$ cat config.mk
export PLATFORM = sky130hd
export DESIGN_NAME = motor_move_task_sequencer_core
export DESIGN_NICKNAME = d
export VERILOG_FILES = /design/src/rtl/core/mmts_pkg.sv /design/src/rtl/core/motor_move_task_sequencer_core.sv /design/src/rtl/core/mmts_fifo.sv /design/src/rtl/core/mmts_front.sv /design/src/rtl/core/mmts_back.sv
export SDC_FILE = /design/constraint.sdc
export NUM_CORES = 2
export LEC_CHECK = 0
export ABC_AREA = 1
export ABC_CLOCK_PERIOD_IN_PS = 10040
export BUFFER_PORTS_ARGS = -buffer_cell sky130_fd_sc_hd__buf_2
export CELL_PAD_IN_SITES_DETAIL_PLACEMENT = 1
export CELL_PAD_IN_SITES_GLOBAL_PLACEMENT = 1
export CORE_AREA = 2 2 457 414
export CTS_CLUSTER_SIZE = 8
export DETAILED_ROUTE_END_ITERATION = 12
export DIE_AREA = 0 0 459 416
export PLACE_DENSITY = 0.84
export SLEW_MARGIN = 10
export SYNTH_ARGS = -nofsm -noshare
export SYNTH_HDL_FRONTEND = slang
export SYNTH_SLANG_ARGS = --single-unit
export TNS_END_PERCENT = 50
$ cat constraint.sdc
create_clock -name i_clk -period 10.04 [get_ports i_clk]
set_clock_uncertainty 0.05 [all_clocks]
set_input_delay 1.506 -clock i_clk [delete_from_list [all_inputs] [get_ports i_clk]]
set_output_delay 1.506 -clock i_clk [all_outputs]
set_load 0.02 [all_outputs]
$ cat src/rtl/core/mmts_pkg.sv
// Shared types, constants and duty arithmetic for the motor move task sequencer.
// No dependencies; every other file of the block but mmts_fifo imports this package.
`timescale 1ns / 1ps

package mmts_pkg;

    // Task queue geometry
    localparam int QUEUE_DEPTH = 16;
    localparam int QA_W        = $clog2(QUEUE_DEPTH);
    localparam int QC_W        = $clog2(QUEUE_DEPTH + 1);

    // Input item kinds
    localparam logic [2:0] KIND_TICK    = 3'd0;
    localparam logic [2:0] KIND_ENQ     = 3'd1;
    localparam logic [2:0] KIND_ENQ_ADV = 3'd2;
    localparam logic [2:0] KIND_ENC1    = 3'd3;
    localparam logic [2:0] KIND_ENC2    = 3'd4;
    localparam logic [2:0] KIND_MOVE    = 3'd5;
    localparam logic [2:0] KIND_STOP    = 3'd6;

    // Internal command opcodes, produced by the front end
    typedef logic [2:0] t_op;
    localparam t_op OP_TICK  = 3'd0;
    localparam t_op OP_ENQ   = 3'd1;
    localparam t_op OP_PULSE = 3'd2;
    localparam t_op OP_MOVE  = 3'd3;
    localparam t_op OP_STOP  = 3'd4;
    localparam t_op OP_NOP   = 3'd5;

    // Arithmetic constants
    localparam logic [11:0] DUTY_MAX      = 12'd4095;
    localparam logic [16:0] TICK_MAX      = 17'h1FFFF;
    localparam logic [24:0] ENC_MAX       = 25'h1FFFFFF;
    localparam logic [7:0]  SPEED_FULL    = 8'd127;
    // floor(x/127) = floor(x*DIV127_RECIP >> 38) or one less, for x < 2^31
    localparam logic [31:0] DIV127_RECIP  = 32'd2164392968;
    localparam int          DIV127_SHIFT  = 38;
    // floor(y/127) = (y*DUTY_RECIP) >> 19 exactly for y < 5518
    localparam logic [12:0] DUTY_RECIP    = 13'd4129;
    localparam int          DUTY_SHIFT    = 19;

    typedef struct packed {
        logic [2:0]         kind;
        logic               task_is_distance;
        logic signed [7:0]  motor_1_speed;
        logic signed [7:0]  motor_2_speed;
        logic [15:0]        amount;
    } t_item;

    typedef struct packed {
        logic [11:0]        duty_1a;
        logic [11:0]        duty_1b;
        logic [11:0]        duty_2a;
        logic [11:0]        duty_2b;
        logic               running;
        logic               running_is_distance;
        logic [QC_W-1:0]    queue_count;
        logic               queue_overflow;
        logic               task_advanced;
    } t_result;

    // sel: advance after enqueue, or encoder two for a pulse
    typedef struct packed {
        t_op                op;
        logic               sel;
        logic               is_dist;
        logic [7:0]         s1;
        logic [7:0]         s2;
        logic [15:0]        amount;
    } t_cmd;

    typedef struct packed {
        logic               is_dist;
        logic [7:0]         s1;
        logic [7:0]         s2;
        logic [15:0]        amount;
    } t_task;

    typedef struct packed {
        logic [11:0]        d1a;
        logic [11:0]        d1b;
        logic [11:0]        d2a;
        logic [11:0]        d2b;
    } t_duty;

    // |s| of a two's complement speed, -128 gives 128
    function automatic logic [7:0] speed_mag(input logic [7:0] s);
        return s[7] ? 8'(~s + 8'd1) : s;
    endfunction

    // min(floor(4095*m/127), 4095) as 32*m + floor(31*m/127)
    function automatic logic [11:0] duty_of(input logic [7:0] mag);
        logic [11:0] y;
        logic [24:0] p;
        logic [12:0] d;
        y = 12'({4'd0, mag} * 12'd31);
        p = 25'(y) * 25'(DUTY_RECIP);
        d = {mag, 5'd0} + 13'(p >> DUTY_SHIFT);
        return (d > 13'(DUTY_MAX)) ? DUTY_MAX : d[11:0];
    endfunction

    // H-bridge sides; motor one is wired inverted
    function automatic t_duty drive(input logic [7:0] s1, input logic [7:0] s2);
        logic [11:0] d1;
        logic [11:0] d2;
        t_duty       r;
        d1    = duty_of(speed_mag(s1));
        d2    = duty_of(speed_mag(s2));
        r.d1a = s1[7] ? d1 : 12'd0;
        r.d1b = s1[7] ? 12'd0 : d1;
        r.d2a = s2[7] ? 12'd0 : d2;
        r.d2b = s2[7] ? d2 : 12'd0;
        return r;
    endfunction

endpackage

$ cat src/rtl/core/motor_move_task_sequencer_core.sv
// Top level of the two-motor move task sequencer.
// Depends on mmts_pkg, mmts_fifo, mmts_front and mmts_back.
//
//  Channel   | Direction | Handshake              | Beat
//  ----------+-----------+------------------------+---------------------------
//  item      | in        | push / full            | i_item (t_item)
//  result    | out       | empty / pop            | o_res (t_result)
//  config    | in        | i_cfg_valid / o_cfg_ready | i_cfg_data (encoder scale)
//
// Each item gives one result beat. In the back end an item that causes no advance
// passes the idle, execute and done states; an advance that finds the queue empty adds
// the advance state, and one that loads a task adds the load states, which cover the
// registered task memory read and the three multiply stages of the distance target.
// A two-entry command queue and a two-entry result queue let each side stall alone.
// Reset is synchronous: queues, counters, duties clear; the encoder scale returns to 1.
`timescale 1ns / 1ps

module motor_move_task_sequencer_core
    import mmts_pkg::*;
(
    input  logic       i_clk,
    input  logic       i_rst_n,
    input  logic       push,
    input  t_item      i_item,
    output logic       full,
    output t_result    o_res,
    output logic       empty,
    input  logic       pop,
    input  logic       i_cfg_valid,
    output logic       o_cfg_ready,
    input  logic [7:0] i_cfg_data
);

    t_cmd    w_cmd;
    logic    w_cmd_valid;
    logic    w_cmd_pop;
    logic    w_res_full;
    logic    w_res_push;
    t_result w_res;

    mmts_front u_front (
        .i_clk       (i_clk),
        .i_rst_n     (i_rst_n),
        .i_push      (push),
        .i_item      (i_item),
        .o_full      (full),
        .o_cmd       (w_cmd),
        .o_cmd_valid (w_cmd_valid),
        .i_cmd_pop   (w_cmd_pop)
    );

    mmts_back u_back (
        .i_clk       (i_clk),
        .i_rst_n     (i_rst_n),
        .i_cmd       (w_cmd),
        .i_cmd_valid (w_cmd_valid),
        .o_cmd_pop   (w_cmd_pop),
        .i_cfg_valid (i_cfg_valid),
        .o_cfg_ready (o_cfg_ready),
        .i_cfg_data  (i_cfg_data),
        .i_res_full  (w_res_full),
        .o_res_push  (w_res_push),
        .o_res       (w_res)
    );

    // result queue toward the consumer
    mmts_fifo #(
        .WIDTH ($bits(t_result)),
        .DEPTH (2)
    ) u_res_q (
        .i_clk   (i_clk),
        .i_rst_n (i_rst_n),
        .i_push  (w_res_push),
        .i_data  (w_res),
        .o_full  (w_res_full),
        .o_empty (empty),
        .i_pop   (pop),
        .o_data  (o_res)
    );

endmodule

$ cat src/rtl/core/mmts_fifo.sv
// Small flip-flop queue used between the block's sections.
// Depends on nothing; width and depth come from the instantiating module.
`timescale 1ns / 1ps

module mmts_fifo #(
    parameter int WIDTH = 8,
    parameter int DEPTH = 2
) (
    input  logic             i_clk,
    input  logic             i_rst_n,
    input  logic             i_push,
    input  logic [WIDTH-1:0] i_data,
    output logic             o_full,
    output logic             o_empty,
    input  logic             i_pop,
    output logic [WIDTH-1:0] o_data
);

    localparam int PTR_W = (DEPTH > 1) ? $clog2(DEPTH) : 1;
    localparam int CNT_W = $clog2(DEPTH + 1);

    logic [WIDTH-1:0] r_data [DEPTH];
    logic [PTR_W-1:0] r_wptr;
    logic [PTR_W-1:0] r_rptr;
    logic [CNT_W-1:0] r_count;
    logic             w_wr;
    logic             w_rd;

    assign o_full  = (r_count == CNT_W'(DEPTH));
    assign o_empty = (r_count == '0);
    assign w_wr    = i_push && !o_full;
    assign w_rd    = i_pop && !o_empty;
    assign o_data  = r_data[r_rptr];

    // pointers and count
    always_ff @(posedge i_clk) begin
        if (!i_rst_n) begin
            r_wptr  <= '0;
            r_rptr  <= '0;
            r_count <= '0;
        end else begin
            if (w_wr) begin
                r_wptr <= (r_wptr == PTR_W'(DEPTH - 1)) ? '0 : r_wptr + 1'b1;
            end
            if (w_rd) begin
                r_rptr <= (r_rptr == PTR_W'(DEPTH - 1)) ? '0 : r_rptr + 1'b1;
            end
            if (w_wr && !w_rd) begin
                r_count <= r_count + 1'b1;
            end else if (w_rd && !w_wr) begin
                r_count <= r_count - 1'b1;
            end
        end
    end

    // storage, no reset
    always_ff @(posedge i_clk) begin
        if (w_wr) begin
            r_data[r_wptr] <= i_data;
        end
    end

endmodule

$ cat src/rtl/core/mmts_front.sv
// Front end: takes input beats, decodes the item kind into a command and queues it.
// Depends on mmts_pkg and mmts_fifo.
`timescale 1ns / 1ps

module mmts_front
    import mmts_pkg::*;
(
    input  logic  i_clk,
    input  logic  i_rst_n,
    input  logic  i_push,
    input  t_item i_item,
    output logic  o_full,
    output t_cmd  o_cmd,
    output logic  o_cmd_valid,
    input  logic  i_cmd_pop
);

    t_cmd w_cmd;
    logic w_empty;

    // classify the kind
    always_comb begin
        w_cmd.sel     = 1'b0;
        w_cmd.is_dist = i_item.task_is_distance;
        w_cmd.s1      = i_item.motor_1_speed;
        w_cmd.s2      = i_item.motor_2_speed;
        w_cmd.amount  = i_item.amount;
        unique case (i_item.kind)
            KIND_TICK:    w_cmd.op = OP_TICK;
            KIND_ENQ:     w_cmd.op = OP_ENQ;
            KIND_ENQ_ADV: begin
                w_cmd.op  = OP_ENQ;
                w_cmd.sel = 1'b1;
            end
            KIND_ENC1:    w_cmd.op = OP_PULSE;
            KIND_ENC2:    begin
                w_cmd.op  = OP_PULSE;
                w_cmd.sel = 1'b1;
            end
            KIND_MOVE:    w_cmd.op = OP_MOVE;
            KIND_STOP:    w_cmd.op = OP_STOP;
            default:      w_cmd.op = OP_NOP;
        endcase
    end

    // command queue toward the back end
    mmts_fifo #(
        .WIDTH ($bits(t_cmd)),
        .DEPTH (2)
    ) u_cmd_q (
        .i_clk   (i_clk),
        .i_rst_n (i_rst_n),
        .i_push  (i_push),
        .i_data  (w_cmd),
        .o_full  (o_full),
        .o_empty (w_empty),
        .i_pop   (i_cmd_pop),
        .o_data  (o_cmd)
    );

    assign o_cmd_valid = !w_empty;

endmodule

$ cat src/rtl/core/mmts_back.sv
// Back end: task queue memory, running-task state, distance target pipeline, duties.
// Depends on mmts_pkg; fed by mmts_front, drains into the result queue.
`timescale 1ns / 1ps

module mmts_back
    import mmts_pkg::*;
(
    input  logic       i_clk,
    input  logic       i_rst_n,
    input  t_cmd       i_cmd,
    input  logic       i_cmd_valid,
    output logic       o_cmd_pop,
    input  logic       i_cfg_valid,
    output logic       o_cfg_ready,
    input  logic [7:0] i_cfg_data,
    input  logic       i_res_full,
    output logic       o_res_push,
    output t_result    o_res
);

    // sequencer states
    localparam logic [2:0] S_IDLE = 3'd0;
    localparam logic [2:0] S_EXEC = 3'd1;
    localparam logic [2:0] S_ADV  = 3'd2;
    localparam logic [2:0] S_LD0  = 3'd3;
    localparam logic [2:0] S_LD1  = 3'd4;
    localparam logic [2:0] S_LD2  = 3'd5;
    localparam logic [2:0] S_LD3  = 3'd6;
    localparam logic [2:0] S_DONE = 3'd7;

    logic [2:0]      r_state;
    logic [2:0]      n_state;
    t_cmd            r_cmd;
    logic [QA_W-1:0] r_head;
    logic [QC_W-1:0] r_fill;
    logic            r_running;
    logic            r_cur_dist;
    logic [15:0]     r_cur_amount;
    logic [16:0]     r_elapsed;
    logic [24:0]     r_enc1;
    logic [24:0]     r_enc2;
    logic [24:0]     r_tgt1;
    logic [24:0]     r_tgt2;
    t_duty           r_duty;
    logic            r_ovf;
    logic            r_adv;
    logic [7:0]      r_coef;
    t_task           r_mem [QUEUE_DEPTH];
    t_task           r_rd_data;
    logic [23:0]     r_pa1;
    logic [23:0]     r_pa2;
    logic [30:0]     r_pb1;
    logic [30:0]     r_pb2;
    logic [24:0]     r_q1;
    logic [24:0]     r_q2;

    logic [QA_W-1:0] w_head_inc;
    logic [QA_W:0]   w_wr_sum;
    logic [QA_W-1:0] w_wr_addr;
    logic [QA_W-1:0] w_rd_addr;
    logic [QC_W-1:0] w_fill_pop;
    logic            w_q_full;
    logic            w_mem_we;
    t_task           w_new_task;
    logic [16:0]     w_tick_inc;
    logic            w_tick_hit;
    logic [24:0]     w_enc_cur;
    logic [24:0]     w_enc_inc;
    logic [24:0]     w_enc_tgt;
    logic            w_enc_hit;
    logic            w_go_adv;
    logic [24:0]     w_q1;
    logic [24:0]     w_q2;
    logic [31:0]     w_r1;
    logic [31:0]     w_r2;
    logic [24:0]     w_t1;
    logic [24:0]     w_t2;

    assign o_cfg_ready = 1'b1;
    assign o_cmd_pop   = (r_state == S_IDLE) && i_cmd_valid && !i_res_full;
    assign o_res_push  = (r_state == S_DONE);

    // queue addressing
    assign w_head_inc = (r_head == QA_W'(QUEUE_DEPTH - 1)) ? '0 : r_head + 1'b1;
    assign w_wr_sum   = {1'b0, r_head} + (QA_W + 1)'(r_fill);
    assign w_wr_addr  = (w_wr_sum >= (QA_W + 1)'(QUEUE_DEPTH))
                      ? QA_W'(w_wr_sum - (QA_W + 1)'(QUEUE_DEPTH)) : QA_W'(w_wr_sum);
    assign w_rd_addr  = r_running ? w_head_inc : r_head;
    assign w_fill_pop = r_running ? r_fill - 1'b1 : r_fill;
    assign w_q_full   = (r_fill == QC_W'(QUEUE_DEPTH));
    assign w_mem_we   = (r_state == S_EXEC) && (r_cmd.op == OP_ENQ) && !w_q_full;

    assign w_new_task.is_dist = r_cmd.is_dist;
    assign w_new_task.s1      = r_cmd.s1;
    assign w_new_task.s2      = r_cmd.s2;
    assign w_new_task.amount  = r_cmd.amount;

    // tick and encoder end conditions
    assign w_tick_inc = (r_elapsed == TICK_MAX) ? r_elapsed : r_elapsed + 1'b1;
    assign w_tick_hit = r_running && !r_cur_dist && (w_tick_inc >= {1'b0, r_cur_amount});
    assign w_enc_cur  = r_cmd.sel ? r_enc2 : r_enc1;
    assign w_enc_tgt  = r_cmd.sel ? r_tgt2 : r_tgt1;
    assign w_enc_inc  = (w_enc_cur == ENC_MAX) ? w_enc_cur : w_enc_cur + 1'b1;
    assign w_enc_hit  = r_running && r_cur_dist && (w_enc_inc >= w_enc_tgt);

    always_comb begin
        unique case (r_cmd.op)
            OP_TICK:  w_go_adv = w_tick_hit;
            OP_ENQ:   w_go_adv = r_cmd.sel;
            OP_PULSE: w_go_adv = w_enc_hit;
            default:  w_go_adv = 1'b0;
        endcase
    end

    // divide by 127: reciprocal estimate, then one remainder correction
    assign w_q1 = 25'((63'(r_pb1) * 63'(DIV127_RECIP)) >> DIV127_SHIFT);
    assign w_q2 = 25'((63'(r_pb2) * 63'(DIV127_RECIP)) >> DIV127_SHIFT);
    assign w_r1 = 32'(r_pb1) - {r_q1, 7'd0} + 32'(r_q1);
    assign w_r2 = 32'(r_pb2) - {r_q2, 7'd0} + 32'(r_q2);
    assign w_t1 = (w_r1 >= 32'(SPEED_FULL)) ? 25'(r_q1) + 1'b1 : 25'(r_q1);
    assign w_t2 = (w_r2 >= 32'(SPEED_FULL)) ? 25'(r_q2) + 1'b1 : 25'(r_q2);

    // next state
    always_comb begin
        unique case (r_state)
            S_IDLE:  n_state = o_cmd_pop ? S_EXEC : S_IDLE;
            S_EXEC:  n_state = w_go_adv ? S_ADV : S_DONE;
            S_ADV:   n_state = (w_fill_pop == '0) ? S_DONE : S_LD0;
            S_LD0:   n_state = S_LD1;
            S_LD1:   n_state = S_LD2;
            S_LD2:   n_state = S_LD3;
            S_LD3:   n_state = S_DONE;
            default: n_state = S_IDLE;
        endcase
    end

    // control and task state
    always_ff @(posedge i_clk) begin
        if (!i_rst_n) begin
            r_state    <= S_IDLE;
            r_head     <= '0;
            r_fill     <= '0;
            r_running  <= 1'b0;
            r_cur_dist <= 1'b0;
            r_elapsed  <= '0;
            r_enc1     <= '0;
            r_enc2     <= '0;
            r_tgt1     <= '0;
            r_tgt2     <= '0;
            r_duty     <= '0;
            r_ovf      <= 1'b0;
            r_adv      <= 1'b0;
            r_coef     <= 8'd1;
        end else begin
            r_state <= n_state;
            if (i_cfg_valid) begin
                r_coef <= i_cfg_data;
            end
            unique case (r_state)
                S_IDLE: begin
                    if (o_cmd_pop) begin
                        r_ovf <= 1'b0;
                        r_adv <= 1'b0;
                    end
                end
                S_EXEC: begin
                    r_adv <= w_go_adv;
                    unique case (r_cmd.op)
                        OP_TICK: begin
                            if (r_running && !r_cur_dist) begin
                                r_elapsed <= w_tick_inc;
                            end
                        end
                        OP_ENQ: begin
                            if (w_q_full) begin
                                r_ovf <= 1'b1;
                            end else begin
                                r_fill <= r_fill + 1'b1;
                            end
                        end
                        OP_PULSE: begin
                            if (r_running && r_cur_dist) begin
                                if (r_cmd.sel) begin
                                    r_enc2 <= w_enc_inc;
                                end else begin
                                    r_enc1 <= w_enc_inc;
                                end
                            end
                        end
                        OP_MOVE: begin
                            if (r_running) begin
                                r_head    <= w_head_inc;
                                r_fill    <= r_fill - 1'b1;
                                r_running <= 1'b0;
                            end
                            r_duty <= drive(r_cmd.s1, r_cmd.s2);
                        end
                        OP_STOP: begin
                            if (r_fill != '0) begin
                                r_head <= w_head_inc;
                                r_fill <= r_fill - 1'b1;
                            end
                            r_running <= 1'b0;
                            r_duty    <= '0;
                        end
                        default: ;
                    endcase
                end
                S_ADV: begin
                    // pop the finished task, if one runs; the new head is read this cycle
                    r_head <= w_rd_addr;
                    r_fill <= w_fill_pop;
                    if (w_fill_pop == '0) begin
                        r_running <= 1'b0;
                        r_duty    <= '0;
                    end
                end
                S_LD0: begin
                    r_running  <= 1'b1;
                    r_cur_dist <= r_rd_data.is_dist;
                    r_elapsed  <= '0;
                    r_enc1     <= '0;
                    r_enc2     <= '0;
                    r_duty     <= drive(r_rd_data.s1, r_rd_data.s2);
                end
                S_LD3: begin
                    r_tgt1 <= w_t1;
                    r_tgt2 <= w_t2;
                end
                default: ;
            endcase
        end
    end

    // command and target pipeline payload
    always_ff @(posedge i_clk) begin
        if (o_cmd_pop) begin
            r_cmd <= i_cmd;
        end
        if (r_state == S_LD0) begin
            r_cur_amount <= r_rd_data.amount;
            r_pa1        <= 24'(r_rd_data.amount) * 24'(speed_mag(r_rd_data.s1));
            r_pa2        <= 24'(r_rd_data.amount) * 24'(speed_mag(r_rd_data.s2));
        end
        if (r_state == S_LD1) begin
            r_pb1 <= 31'(r_pa1) * 31'(r_coef);
            r_pb2 <= 31'(r_pa2) * 31'(r_coef);
        end
        if (r_state == S_LD2) begin
            r_q1 <= w_q1;
            r_q2 <= w_q2;
        end
    end

    // task queue memory, registered read
    always_ff @(posedge i_clk) begin
        if (w_mem_we) begin
            r_mem[w_wr_addr] <= w_new_task;
        end
        r_rd_data <= r_mem[w_rd_addr];
    end

    // status beat
    assign o_res.duty_1a             = r_duty.d1a;
    assign o_res.duty_1b             = r_duty.d1b;
    assign o_res.duty_2a             = r_duty.d2a;
    assign o_res.duty_2b             = r_duty.d2b;
    assign o_res.running             = r_running;
    assign o_res.running_is_distance = r_running && r_cur_dist;
    assign o_res.queue_count         = r_fill;
    assign o_res.queue_overflow      = r_ovf;
    assign o_res.task_advanced       = r_adv;

endmodule

==> flow_metrics.env <==
export IMPL_run_status="complete, no violations"
export IMPL_placedCellCount=13200
export IMPL_place_port_buffers=107
export IMPL_synthesized_netlist_cell_count=10900
export IMPL_data_required_time_at_the_worst_endpoint_ns=10.77
export IMPL_grt_start_max_net_pins=253
export IMPL_global_route_usage_met3=0.0525
export IMPL_timing_hold_violations_final=0
export IMPL_cpMostUsedCell="sky130_fd_sc_hd__inv_1"
export IMPL_dp_worst_setup_slack_ns=0.412
export IMPL_grt_pass1_wl_mm=495
export IMPL_chip_width_um=459
export IMPL_stdcell_count=13500
export IMPL_path_delay_family="adder cells"
export IMPL_detail_route_antenna_nets=0
export IMPL_cts_hold_buf=0
export IMPL_insertion_delay_ns=0.86
export IMPL_ctsLongestPathBuffers=3
export IMPL_drive_above_1_share=0.0554
export IMPL_ctsRootBufferMaster="sky130_fd_sc_hd__clkbuf_16"
export IMPL_mappedNetlistNets=12600
export IMPL_dieArea_um2=191000
export IMPL_commonest_non_fill_non_tap_cell_in_the_layout="sky130_fd_sc_hd__nand2_1"
export IMPL_synth_seq_cells=1160
export IMPL_place_congestion=0.994
export IMPL_rr_endpoint="u_back.o_res[43]"
export IMPL_layout_worst_path_cycle_share=0.926
export IMPL_critPathLaunchType="register"
export IMPL_die_y_um=416
export IMPL_timing_critical_path_slowest_cell_delay_ns=0.56
export IMPL_grtUsageTotal=0.335
export IMPL_detailedRoute_firstIterationViolations=6660
export IMPL_stdcell_area_um2=103000
export IMPL_final_net_count=12600
export IMPL_cap_violations=0
export IMPL_ys_warn_count=0
export IMPL_floorplan_core_area_um2=187000
export IMPL_holdPathStages=0
export IMPL_grt_remaining_overflow=0
export IMPL_fillerInstances=21900
export IMPL_synth_async_reset_ratio=0
export IMPL_timing_critical_path_from="u_back.r_rd_data[24]"
export IMPL_holdCritStartpoint="u_back.o_res[21]"
export IMPL_mappedNetlistArea_um2=94500
export IMPL_layout_common_cells="2289 x sky130_fd_sc_hd__nand2_1, 2181 x sky130_fd_sc_hd__inv_1, 977 x sky130_fd_sc_hd__ha_1"
export IMPL_ys_flop_type="sky130_fd_sc_hd__edfxtp_1"
export IMPL_post_synth_num_cell_types=72
export IMPL_maxSlewHeadroom=0.0925
export IMPL_antenna_violations_before_repair=15
export IMPL_max_freq_ghz=0.108
export IMPL_finalWorstSetupSlack_ns=0.738
export IMPL_final_max_slew_viol_count=0
export IMPL_drt_pre_antenna_iters=7
export IMPL_met2_usage=0.568
export IMPL_postRouteWirelength_mm=322
export IMPL_ff2ff_setup_slack_ns=0.74
export IMPL_setup_viol=0
export IMPL_critPathMaxFanout=22
export IMPL_rr_worst_depth=43
export IMPL_rr_startpoint="u_back.r_rd_data[24]"
export IMPL_floorplan_initialDensity=0.506
export IMPL_drt_vias_per_instance=5.78
export IMPL_tritoncts_num_buffers=167
export IMPL_gr_max_usage_layer="met2"
export IMPL_floorplan_io_pins=109
export IMPL_cp_endpoint_kind="register"
export IMPL_tritoncts_num_sinks=1160
export IMPL_first_global_vias=85200
export IMPL_postPlaceCellArea_um2=97500
export IMPL_cp_arrival_ns=10.03
export IMPL_netlist_top_cell_by_area="sky130_fd_sc_hd__edfxtp_1"
export IMPL_htree_num_levels=4
export IMPL_layout_area_overhead_vs_synth_pct=8.54
export IMPL_cts_tree="done"
export IMPL_timing_critical_path_buf_inv=12
export IMPL_worst_path_max_delay_cell="sky130_fd_sc_hd__fa_1"
export IMPL_post_synth_cell_area_avg_um2=8.64
export IMPL_post_synth_main_area_contributors="sky130_fd_sc_hd__edfxtp_1 30%, sky130_fd_sc_hd__fa_1 13%, sky130_fd_sc_hd__ha_1 13%, sky130_fd_sc_hd__nand2_1 9.1%, sky130_fd_sc_hd__inv_1 8.7%"
export IMPL_setup_tns_after_final_layout_ns=0
export IMPL_drc_violations_left=0
export IMPL_synth_largest_type_area_fraction=0.295
export IMPL_holdCritPathClass="reg -> reg"
export IMPL_wl_per_instance_um=23.8
export IMPL_worst_setup_path_type="reg -> reg"
export IMPL_max_slew_worst_pin_slew_ns=1.36
export IMPL_dp_final_hpwl_mm=241
export IMPL_holdPathEnd="u_res_q.r_data[1][21]"
export IMPL_sequential_to_total_area_share_from_yosys_stat=0.344
export IMPL_synth_enable_flop_cells=929
export IMPL_grt_setup_unrepaired="no"
export IMPL_min_period_ns=9.30
export IMPL_globalRouteMet1Util=0.416
export IMPL_rows=151
export IMPL_route_vias_total=78200
export IMPL_clkSlewWorstSetupHoldPaths_ns=0.06
through the flow:
step | hold slack, ns | utilization
after floorplan | 0.356 | -
after detailed placement | 0.391 | 0.522
after global placement | 0.384 | 0.522
after global routing | 0.414 | 0.550
final | 0.385 | 0.550
after CTS | 0.381 | 0.549
flip-flops by register name (all words and copies together) (netlist names), 3 cells and up, named ones only:
signal and cells:
u_back.r_pb1 31, u_back.r_q2 25, u_back.r_cmd 37, u_front.u_cmd_q.r_data 74, u_back.r_pb2 31, u_back.r_rd_data 33, u_back.r_enc1 25, u_res_q.r_data 114
u_back.r_pa2 24, u_back.r_mem 528, u_back.r_cur_amount 16, u_back.r_tgt1 25, u_back.o_res 48, u_back.r_elapsed 17, u_back.r_q1 25, u_back.r_head 4
u_back.r_enc2 25, u_back.r_fill 5, u_back.r_pa1 24, u_back.r_tgt2 25, u_back.r_coef 8, u_back.r_state 3
worst max-delay path by stage:
stage	cells past startpoint	endpoint	slack, ns
3_3_place_gp	43	u_back.o_res[55]	0.75
4_1_cts	43	u_back.o_res[43]	0.35
5_1_grt	43	u_back.o_res[20]	0.05
2_1_floorplan	45	u_back.o_res[14]	1.64
6_report	43	u_back.o_res[43]	0.74
3_5_place_dp	43	u_back.o_res[43]	0.41
what timing repair did:
item / CTS / global route
buffers inserted: 0 / 12
endpoints found under the hold margin: 0 / 0
setup endpoints to repair: 0 / 40
resized for setup: 0 / 6
Yosys cell counts, types with 26 or more instances:
library cell	count
sky130_fd_sc_hd__nand2_1	2292
sky130_fd_sc_hd__inv_1	2188
sky130_fd_sc_hd__ha_1	977
sky130_fd_sc_hd__edfxtp_1	929
sky130_fd_sc_hd__a21oi_1	652
sky130_fd_sc_hd__nor2_1	640
sky130_fd_sc_hd__fa_1	623
sky130_fd_sc_hd__o21ai_0	487
sky130_fd_sc_hd__nand3_1	472
sky130_fd_sc_hd__dfxtp_1	231
sky130_fd_sc_hd__clkbuf_1	217
sky130_fd_sc_hd__xor2_1	206
sky130_fd_sc_hd__nand4_1	139
sky130_fd_sc_hd__o211ai_1	119
sky130_fd_sc_hd__nor3_1	88
sky130_fd_sc_hd__xnor2_1	85
sky130_fd_sc_hd__mux2_2	57
sky130_fd_sc_hd__clkbuf_2	46
sky130_fd_sc_hd__nor4_1	36
sky130_fd_sc_hd__buf_2	32
sky130_fd_sc_hd__a21o_1	26
sky130_fd_sc_hd__buf_1	26
cells by family (layout without fill, tap and decap cells):
family,count (synthesis),in the layout,synth area share
buffers and inverters,2549,2672,0.103
adder cells (fa/ha/maj),1600,1600,0.261
multiplexers,62,62,0.00736
AND/OR/NAND/NOR,3801,3801,0.168
XOR/XNOR,299,299,0.0283
flip-flops,1160,1160,0.344
other,1,5,0.0000397
AO/OA/AOI/OAI,1475,1475,0.0872
final cells by class:
class | instances | area [um2] | share of cell area
antenna | 4 | 10.0 | 0.0000975
inverter | 2210 | 8310 | 0.0810
multi-input combinational | 7238 | 52500 | 0.511
clock inverter | 24 | 484 | 0.00472
timing repair buffer | 197 | 1240 | 0.0121
clock buffer | 241 | 4500 | 0.0438
tap | 2448 | 3060 | 0.0299
sequential | 1160 | 32500 | 0.317
routing by layer:
| layer | up-vias | share of wire |
|---|---|---|
| li1 | 35300 | - |
| met5 | - | 0.00027 |
| met4 | 14 | 0.056 |
| met3 | 828 | 0.066 |
| met2 | 2970 | 0.48 |
| met1 | 39100 | 0.40 |
worst register-to-register path: cells and delay by family, from the launching register on:
kind                       cells  cell delay [ns]
buffers and inverters         12             1.73
adders and majority gates     11             3.98
and+or+nand+nor               11             1.23
xor gates and xnor gates       2             0.54
DFF                            1             0.31
AOI/OAI and AO/OA              7             1.41
Power is not shown: default switching activity piles up to over one toggle a cycle in this logic, so the estimate is an artifact.
